`config.mk`:
```
export PLATFORM = sky130hd
export DESIGN_NAME = expiry_sorted_neighbor_table
export DESIGN_NICKNAME = d
export VERILOG_FILES = /design/src/rtl/esnt_pkg.sv /design/src/rtl/esnt_cmp.sv /design/src/rtl/expiry_sorted_neighbor_table.sv
export SDC_FILE = /design/constraint.sdc
export NUM_CORES = 2
export LEC_CHECK = 0
export ABC_AREA = 1
export BUFFER_PORTS_ARGS = -buffer_cell sky130_fd_sc_hd__buf_2
export CELL_PAD_IN_SITES_DETAIL_PLACEMENT = 0
export CELL_PAD_IN_SITES_GLOBAL_PLACEMENT = 1
export CORE_UTILIZATION = 40
export CTS_CLUSTER_SIZE = 24
export DETAILED_ROUTE_END_ITERATION = 6
export HOLD_SLACK_MARGIN = 0.08
export PLACE_DENSITY = 0.64
export SLEW_MARGIN = 0
export SYNTH_ARGS = -nofsm -noshare
export SYNTH_HDL_FRONTEND = slang
export SYNTH_HIERARCHICAL = 1
export SYNTH_SLANG_ARGS = --single-unit
```
`constraint.sdc`:
```
create_clock -name clk -period 24.1 [get_ports clk]
set_input_delay 4.82 -clock clk [delete_from_list [all_inputs] [get_ports clk]]
set_output_delay 4.82 -clock clk [all_outputs]
set_load 0.02 [all_outputs]
```
`src/rtl/esnt_pkg.sv`:
```
// Shared types and constants for the expiry sorted neighbor table.
// No dependencies.
package esnt_pkg;

  localparam int unsigned AddrW = 32;
  localparam int unsigned KeyW = 32;
  localparam int unsigned TimeW = 32;
  localparam int unsigned HandleW = 8;
  localparam int unsigned ActW = 4;
  localparam logic [TimeW-1:0] HoldReset = 32'd6000;

  typedef enum logic [ActW-1:0] {
    ACT_INSERT = 4'd0,
    ACT_FIND = 4'd1,
    ACT_FIND_NEXT = 4'd2,
    ACT_PEEK_FIRST = 4'd3,
    ACT_PEEK_NEXT = 4'd4,
    ACT_REMOVE = 4'd5,
    ACT_CHECK = 4'd6,
    ACT_CLEAR = 4'd7,
    ACT_SAVE = 4'd8,
    ACT_RESTORE = 4'd9
  } action_t;

  localparam logic CFG_HOLD = 1'b0;
  localparam logic CFG_MODE = 1'b1;

  // one table entry
  typedef struct packed {
    logic [AddrW-1:0] address;
    logic [KeyW-1:0] key;
    logic [TimeW-1:0] expiry;
    logic [HandleW-1:0] handle;
  } entry_t;

  // compare unit request
  typedef struct packed {
    logic [AddrW-1:0] a;
    logic [AddrW-1:0] b;
  } cmp_req_t;

  typedef struct packed {
    logic eq;
    logic lt;
    logic gt;
  } cmp_res_t;

endpackage

```
`src/rtl/esnt_cmp.sv`:
```
// Shared compare unit: one 32-bit unsigned compare per cycle.
// Depends on esnt_pkg.
module esnt_cmp
  import esnt_pkg::*;
(
  input  cmp_req_t req,
  output cmp_res_t res
);
  assign res.eq = (req.a == req.b);
  assign res.lt = (req.a < req.b);
  assign res.gt = (req.a > req.b);
endmodule

```
`src/rtl/expiry_sorted_neighbor_table.sv`:
```
// Expiry sorted neighbor table, top level.
// Depends on esnt_pkg and esnt_cmp.
//
// Usage: requests arrive on the valid/ready input channel (action, address,
// order_key, entry_handle, now). Each request produces exactly one result
// on the valid/ready output channel (found, handle_out, address_out,
// expired, status). The table lives in one memory with one read and one
// write port; a sequencer walks it entry by entry using a single
// shared compare unit.
// Insert walks back from the end of the table, find and find next walk
// forward from their start slot, remove shifts the entries behind the
// removed one down, and check with a cursor reads that one entry; each
// step reads one entry through the memory's registered read port. The
// result then moves into the output register.
// One request is in flight at a time: ready is low from acceptance until
// the result is registered. The result sits in an output register; the
// block accepts the next request while that result still waits.
// Reset (synchronous, active high) empties the table, clears both cursors,
// and loads hold_time = 6000, order_mode = 0. Memory contents are not
// cleared; only entries below the count are ever used.
// A stalled receiver holds the result; a new request can be taken but its
// result waits until the output register is free.
module expiry_sorted_neighbor_table
  import esnt_pkg::*;
#(
  parameter int unsigned TABLE_DEPTH = 16
) (
  input  logic               clk,
  input  logic               rst,
  input  logic               in_valid,
  output logic               in_ready,
  input  logic [ActW-1:0]    action,
  input  logic [AddrW-1:0]   address,
  input  logic [KeyW-1:0]    order_key,
  input  logic [HandleW-1:0] entry_handle,
  input  logic [TimeW-1:0]   now,
  output logic               out_valid,
  input  logic               out_ready,
  output logic               found,
  output logic [HandleW-1:0] handle_out,
  output logic [AddrW-1:0]   address_out,
  output logic               expired,
  output logic               status,
  input  logic               cfg_we,
  input  logic               cfg_index,
  input  logic [TimeW-1:0]   cfg_data
);

  localparam int unsigned IdxW = (TABLE_DEPTH > 1) ? $clog2(TABLE_DEPTH) : 1;
  localparam int unsigned CntW = $clog2(TABLE_DEPTH + 1);
  localparam logic [CntW-1:0] DepthC = CntW'(TABLE_DEPTH);

  typedef enum logic [3:0] {
    S_IDLE, S_INS_RD, S_INS_CMP, S_INS_WR, S_SRCH_RD, S_SRCH_CMP,
    S_REM_RD, S_REM_WR, S_CHK_RD, S_CHK_CMP, S_OUT_RD, S_OUT_WAIT, S_DONE
  } state_t;

  state_t state;

  // memory
  entry_t mem [TABLE_DEPTH];
  entry_t rd_data;
  logic [IdxW-1:0] rd_addr;
  logic rd_en;
  logic wr_en;
  logic [IdxW-1:0] wr_addr;
  entry_t wr_data;

  always_ff @(posedge clk) begin
    if (wr_en) begin
      mem[wr_addr] <= wr_data;
    end
    if (rd_en) begin
      rd_data <= mem[rd_addr];
    end
  end

  // config
  logic [TimeW-1:0] hold_time;
  logic order_mode;

  // request registers
  logic [AddrW-1:0] r_addr;
  entry_t new_ent;
  logic [TimeW-1:0] r_now;

  // table state
  logic [CntW-1:0] count;
  logic cur_ok;
  logic [CntW-1:0] cursor;
  logic sav_ok;
  logic [CntW-1:0] saved;
  logic [CntW-1:0] pos;  // scan / shift position
  logic res_expired;
  logic res_status;
  logic pend;  // result ready to load into output register
  logic load_out;

  // shared compare unit
  cmp_req_t cmp_req;
  cmp_res_t cmp_res;
  esnt_cmp u_cmp (.req(cmp_req), .res(cmp_res));

  always_comb begin
    cmp_req.a = r_addr;
    cmp_req.b = rd_data.address;
    unique case (state)
      S_INS_CMP: begin
        if (order_mode) begin
          cmp_req.a = new_ent.address;
          cmp_req.b = rd_data.address;
        end else begin
          cmp_req.a = new_ent.key;
          cmp_req.b = rd_data.key;
        end
      end
      S_CHK_CMP: begin
        cmp_req.a = rd_data.expiry;
        cmp_req.b = r_now;
      end
      default: ;
    endcase
  end

  // expiry = now + hold, saturated
  logic [TimeW:0] exp_sum;
  assign exp_sum = {1'b0, now} + {1'b0, hold_time};

  logic goes_first;
  assign goes_first = order_mode ? cmp_res.gt : cmp_res.lt;

  // memory port control
  always_comb begin
    rd_en = 1'b0;
    rd_addr = pos[IdxW-1:0];
    wr_en = 1'b0;
    wr_addr = pos[IdxW-1:0];
    wr_data = rd_data;
    unique case (state)
      S_INS_RD: begin
        rd_en = 1'b1;
        rd_addr = IdxW'(pos - 1'b1);
      end
      S_INS_CMP: begin
        // shift predecessor up one slot when new entry goes before it
        if (goes_first) begin
          wr_en = 1'b1;
        end
      end
      S_INS_WR: begin
        wr_en = 1'b1;
        wr_data = new_ent;
      end
      S_SRCH_RD, S_REM_RD: begin
        rd_en = 1'b1;
      end
      S_REM_WR: begin
        wr_en = 1'b1;
        wr_addr = IdxW'(pos - 1'b1);
      end
      S_CHK_RD, S_OUT_RD: begin
        rd_en = 1'b1;
        rd_addr = cursor[IdxW-1:0];
      end
      default: ;
    endcase
  end

  assign in_ready = (state == S_IDLE) && !pend;
  assign load_out = (state == S_IDLE) && pend && (!out_valid || out_ready);

  always_ff @(posedge clk) begin
    if (rst) begin
      state <= S_IDLE;
      hold_time <= HoldReset;
      order_mode <= 1'b0;
      count <= '0;
      cur_ok <= 1'b0;
      cursor <= '0;
      sav_ok <= 1'b0;
      saved <= '0;
      out_valid <= 1'b0;
      pend <= 1'b0;
      pos <= '0;
      res_expired <= 1'b0;
      res_status <= 1'b0;
    end else begin
      if (cfg_we) begin
        if (cfg_index == CFG_HOLD) begin
          if (cfg_data != '0) begin
            hold_time <= cfg_data;
          end
        end else begin
          order_mode <= cfg_data[0];
        end
      end
      if (out_valid && out_ready && !load_out) begin
        out_valid <= 1'b0;
      end
      unique case (state)
        S_IDLE: begin
          if (load_out) begin
            out_valid <= 1'b1;
            found <= cur_ok;
            handle_out <= cur_ok ? rd_data.handle : '0;
            address_out <= cur_ok ? rd_data.address : '0;
            expired <= res_expired;
            status <= res_status;
            pend <= 1'b0;
          end else if (in_valid && in_ready) begin
            r_addr <= address;
            r_now <= now;
            new_ent.address <= address;
            new_ent.key <= order_key;
            new_ent.handle <= entry_handle;
            new_ent.expiry <= exp_sum[TimeW] ? '1 : exp_sum[TimeW-1:0];
            res_expired <= 1'b0;
            res_status <= 1'b0;
            state <= S_OUT_RD;
            unique case (action)
              ACT_INSERT: begin
                if (count >= DepthC) begin
                  res_status <= 1'b1;
                end else if (count == '0) begin
                  pos <= '0;
                  state <= S_INS_WR;
                end else begin
                  pos <= count;
                  state <= S_INS_RD;
                end
              end
              ACT_FIND: begin
                pos <= '0;
                state <= S_SRCH_RD;
              end
              ACT_FIND_NEXT: begin
                if (cur_ok) begin
                  pos <= cursor + 1'b1;
                  state <= S_SRCH_RD;
                end
              end
              ACT_PEEK_FIRST: begin
                cur_ok <= (count != '0);
                cursor <= '0;
              end
              ACT_PEEK_NEXT: begin
                if (cur_ok && (cursor + 1'b1 < count)) begin
                  cursor <= cursor + 1'b1;
                end else if (cur_ok) begin
                  cur_ok <= 1'b0;
                  cursor <= '0;
                end else begin
                  cur_ok <= (count != '0);
                  cursor <= '0;
                end
              end
              ACT_REMOVE: begin
                if (cur_ok || count != '0) begin
                  pos <= (cur_ok ? cursor : '0) + 1'b1;
                  state <= S_REM_RD;
                  if (!cur_ok || cursor == '0) begin
                    cur_ok <= 1'b0;
                    cursor <= '0;
                  end else begin
                    cursor <= cursor - 1'b1;
                  end
                  if (sav_ok) begin
                    if (saved == (cur_ok ? cursor : '0)) begin
                      sav_ok <= 1'b0;
                      saved <= '0;
                    end else if (saved > (cur_ok ? cursor : '0)) begin
                      saved <= saved - 1'b1;
                    end
                  end
                end
              end
              ACT_CHECK: begin
                if (cur_ok) begin
                  state <= S_CHK_RD;
                end
              end
              ACT_CLEAR: begin
                count <= '0;
                cur_ok <= 1'b0;
                cursor <= '0;
                sav_ok <= 1'b0;
                saved <= '0;
              end
              ACT_SAVE: begin
                sav_ok <= cur_ok;
                saved <= cursor;
              end
              ACT_RESTORE: begin
                cur_ok <= sav_ok;
                cursor <= saved;
              end
              default: ;
            endcase
          end
        end
        S_INS_RD: state <= S_INS_CMP;
        S_INS_CMP: begin
          if (goes_first) begin
            pos <= pos - 1'b1;
            state <= (pos == CntW'(1)) ? S_INS_WR : S_INS_RD;
          end else begin
            state <= S_INS_WR;
          end
        end
        S_INS_WR: begin
          count <= count + 1'b1;
          if (cur_ok && cursor >= pos) cursor <= cursor + 1'b1;
          if (sav_ok && saved >= pos) saved <= saved + 1'b1;
          state <= S_OUT_RD;
        end
        S_SRCH_RD: begin
          if (pos >= count) begin
            cur_ok <= 1'b0;
            cursor <= '0;
            state <= S_OUT_RD;
          end else begin
            state <= S_SRCH_CMP;
          end
        end
        S_SRCH_CMP: begin
          if (cmp_res.eq) begin
            cur_ok <= 1'b1;
            cursor <= pos;
            state <= S_OUT_RD;
          end else begin
            pos <= pos + 1'b1;
            state <= S_SRCH_RD;
          end
        end
        S_REM_RD: begin
          if (pos >= count) begin
            count <= count - 1'b1;
            state <= S_OUT_RD;
          end else begin
            state <= S_REM_WR;
          end
        end
        S_REM_WR: begin
          pos <= pos + 1'b1;
          state <= S_REM_RD;
        end
        S_CHK_RD: state <= S_CHK_CMP;
        S_CHK_CMP: begin
          res_expired <= cmp_res.lt;
          state <= S_OUT_RD;
        end
        S_OUT_RD: state <= S_OUT_WAIT;
        S_OUT_WAIT: state <= S_DONE;
        S_DONE: begin
          pend <= 1'b1;
          state <= S_IDLE;
        end
        default: state <= S_IDLE;
      endcase
    end
  end

  // count never exceeds depth
  a_count_bound: assert property (@(posedge clk) disable iff (rst) count <= DepthC)
    else $error("entry count over depth");
  // valid cursor always inside table when idle
  a_cursor_in: assert property (@(posedge clk) disable iff (rst)
    (state == S_IDLE && cur_ok) |-> cursor < count)
    else $error("cursor past table end");
  // no request accepted while a result is pending
  a_one_flight: assert property (@(posedge clk) disable iff (rst)
    pend |-> !in_ready)
    else $error("accept while result pending");
  // a drop leaves the count unchanged
  a_drop_count: assert property (@(posedge clk) disable iff (rst)
    (in_valid && in_ready && action == ACT_INSERT && count == DepthC) |=> count == DepthC)
    else $error("dropped insert changed count");

endmodule

```
==> metrics.yaml <==
status:
  outcome: "completed"
floorplanning:
  die_h_um: 480.5
  dieWidth_um: 480.5
  coreArea_um2: 227500
  placementRows: 175
  die_area_um2: 230800
  initial_core_util_pct: 40.25
  io_pins: 191
timing:
  period_share_pct: 33.65
  tns_ns: 0
  fin_skew_ns: 0.04731
  period_minus_slack_ns: 8.110
  max_slew_margin_pct: 15.37
  rsz0062_at_grt: "no"
  setup_viol: 0
  report.final.slew_viol_count: 0
  fmaxAchievable_ghz: 0.1233
  final-hold-violation-count: 0
  tightest_slew_ns: 1.261
drt:
  ant_nets: 0
  drtIter0Drc: 6344
  drc: 0
  vias: 64102
  wl_per_cell_um: 24.93
  dr.pass1.iters: 6
  finalWirelength_um: 298400
  vias_per_cell: 5.357
synthesis:
  synth_top_cell_area_share_pct: 63.85
  seq_area_frac_synth_pct: 65.23
  synth_cells: 8738
  synth-edff-count: 1947
  ys.flop_type: "edfxtp_1"
  synth.area.top_cells: "edfxtp_1 64%, nand3_1 10%, nand2_1 7.4%, inv_1 5.3%, nand3b_1 4.3%"
  async_flop_share_pct: 0
  ys_warn_count: 6
  ys_seq_elements: 2010
  avgSynthCellArea_um2: 10.48
  synth_top_cell_by_area: "edfxtp_1"
  syn_area_um2: 91570
  synth_nets: 8985
  synth_cell_type_count: 44
finish:
  final_cells: 11967
  ff_latch_area_um2: 59730
  areaGrowthSynthToFinish_pct: 11.88
  multiInputGateArea_um2: 24890
  n_fill_cell: 21142
  nets: 9025
  drive_above_1_share_pct: 7.841
pwr:
  p_per_area_nw_per_um2: 128.3
  cellLeakagePower_uw: 0.04092
  max-vdd-ir-drop_mv: 0.1614
  fin_total_pwr_uw: 13140
clocking:
  ctsResizeCount: 0
  tritoncts: "done"
  cts_buffers: 211
  cts_buffer_depth: 3
  htree_num_levels: 4
  hold_buffers: 0
  cts.sinks: 2010
  insertion_delay_ns: 0.88
  cts.clk_slew.worst_paths_ns: 0.06
  cts_root_buffer: "clkbuf_16"
  postCtsSetupRepairBufs: 0
worst_setup_path:
  crit_fanout: 67
  crit_path_end_kind: "register"
  reg2reg_slack_ns: 15.99
  cp.arrival_ns: 8.58
  crit_type: "register to register"
  startpoint_type: "register"
  cp.required_ns: 24.57
placement:
  hpwl_um: 165300
  port_buffers: 190
  gp_congestion: 0.8878
  dpl.cell_count: 11574
global_route:
  use_met2_pct: 41.83
  grt_max_degree: 212
  grt_pass1_vias: 61912
  top_usage_layer: "met2"
  grtUsageTotal_pct: 25.59
  gr-usage-met3_pct: 2.629
  grt_use_met1_pct: 34.54
  grt_pass1_wl_um: 431800
  gr-total-overflow: 0
  antenna_found_initial: 10
hold_path:
  min_path_type: "register to register"
flow_run:
  cap_violations: 0
-- final timing paths --
kind,startpoint,to,cells past startpoint
setup / recovery,state[3],mem[5][103],26
hold / removal,res_status,status,0
setup reg to reg,state[3],mem[5][103],26
hold reg to reg,res_status,status,0
-- cell usage in the layout, fill, tap and decap left out, types with 6 or more instances in the layout --
| master | synthesis | routed |
|---|---|---|
| inv_2 | 11 | 10 |
| o221ai_1 | 32 | 32 |
| o21ai_1 | 2 | 8 |
| nand3_1 | 1851 | 1851 |
| a21oi_1 | 87 | 85 |
| clkinv_1 | 2 | 41 |
| inv_1 | 1285 | 1284 |
| buf_12 | 0 | 20 |
| clkbuf_16 | 0 | 214 |
| buf_2 | 234 | 190 |
| xor2_1 | 25 | 25 |
| o22ai_1 | 6 | 6 |
| nand2_1 | 1809 | 1806 |
| clkinv_2 | 0 | 39 |
| nor3_1 | 11 | 11 |
| ha_1 | 99 | 99 |
| o21ai_0 | 124 | 116 |
| clkbuf_1 | 210 | 53 |
| nand4_1 | 30 | 30 |
| nor2_4 | 3 | 23 |
| inv_6 | 0 | 7 |
| dfxtp_1 | 63 | 62 |
| nand3b_1 | 525 | 525 |
| bufinv_16 | 0 | 21 |
| edfxtp_1 | 1947 | 1947 |
| nor2_1 | 220 | 199 |
| buf_4 | 21 | 131 |
| o211ai_1 | 37 | 37 |
-- power breakdown --
| part | total [uW] | internal, uW | switching (uW) | leakage, uW |
|---|---|---|---|---|
| Sequential | 5000 | 4740 | 262 | 0.0181 |
| Combinational | 4880 | 1290 | 3580 | 0.0195 |
| Clock | 3270 | 1860 | 1400 | 0.00333 |
| Total | 13100 | 7890 | 5250 | 0.0409 |
-- critical path, stage by stage, from the launching register on --
cell      delay (ns)
dfxtp_1         0.55
inv_1           0.12
nand2_1         0.15
nor2_2          0.09
inv_1           0.23
or2_4           0.45
buf_4           0.66
nand3_1         0.16
o211ai_1        0.13
inv_1           0.07
ha_1            0.31
nand2_1         0.08
nor2_2          0.22
nand2_1         0.09
nand2_1         0.09
nand2_1         0.06
nand2_1         0.10
nand2_1         0.07
a21oi_1         0.15
inv_1           0.06
nand2_1         0.05
o21ai_0         0.34
o22ai_1         0.48
nand3_1         0.42
nor2_4          0.82
buf_4           0.80
buf_4           0.84
-- registers in the layout, summed over array words and instances (netlist names), 4 cells and up --
register,flops
address_out,32
mem,1664
handle_out,8
r_now,32
saved,5
new_ent,104
hold_time,32
rd_data,104
pos,5
state,4
cursor,5
count,5
-- synth_stat cells (63+ instances only) --
cell type  number
a21oi_1        87
nand3_1      1851
nand2_1      1809
inv_1        1285
nand3b_1      525
nor2_1        220
clkbuf_1      210
o21ai_0       124
dfxtp_1        63
ha_1           99
edfxtp_1     1947
buf_2         234
-- per-layer routing --
layer | routed length (um) | up-vias
li1 | - | 29752
met1 | 127700 | 31872
met2 | 140900 | 2048
met3 | 16100 | 430
met4 | 13710 | 0
met5 | 0 | -
-- cell type report --
class | instances | area share (%)
tap | 3009 | 3.675
sequential | 2010 | 58.30
inverter | 1298 | 4.778
clock inverter | 119 | 1.215
antenna | 5 | 0.01221
multi-input combinational | 4916 | 24.29
timing repair buffer | 341 | 2.279
clock buffer | 269 | 5.448
-- metrics by stage --
step	hold WS [ns]	util, %	setup slack, ns	cell area [um2]
after floorplan	0.4086	-	12.77	91570
after global routing	0.4559	45.03	15.56	102400
after CTS	0.4380	45.03	15.99	102400
final	0.4355	45.03	15.99	102500
after global placement	0.4219	42.03	16.19	95610
after detailed placement	0.4240	42.03	16.03	95610
-- logic make-up after synthesis --
| family | Yosys count | share of synthesized area [%] |
|---|---|---|
| buffers and inverters | 1812 | 7.850 |
| adders and majority gates | 101 | 1.396 |
| xor gates and xnor gates | 29 | 0.2774 |
| DFF | 2010 | 65.23 |
| AOI/OAI and AO/OA | 311 | 2.005 |
| and+or+nand+nor | 4475 | 23.24 |
Note: power is estimated with default switching activity, not from simulation.
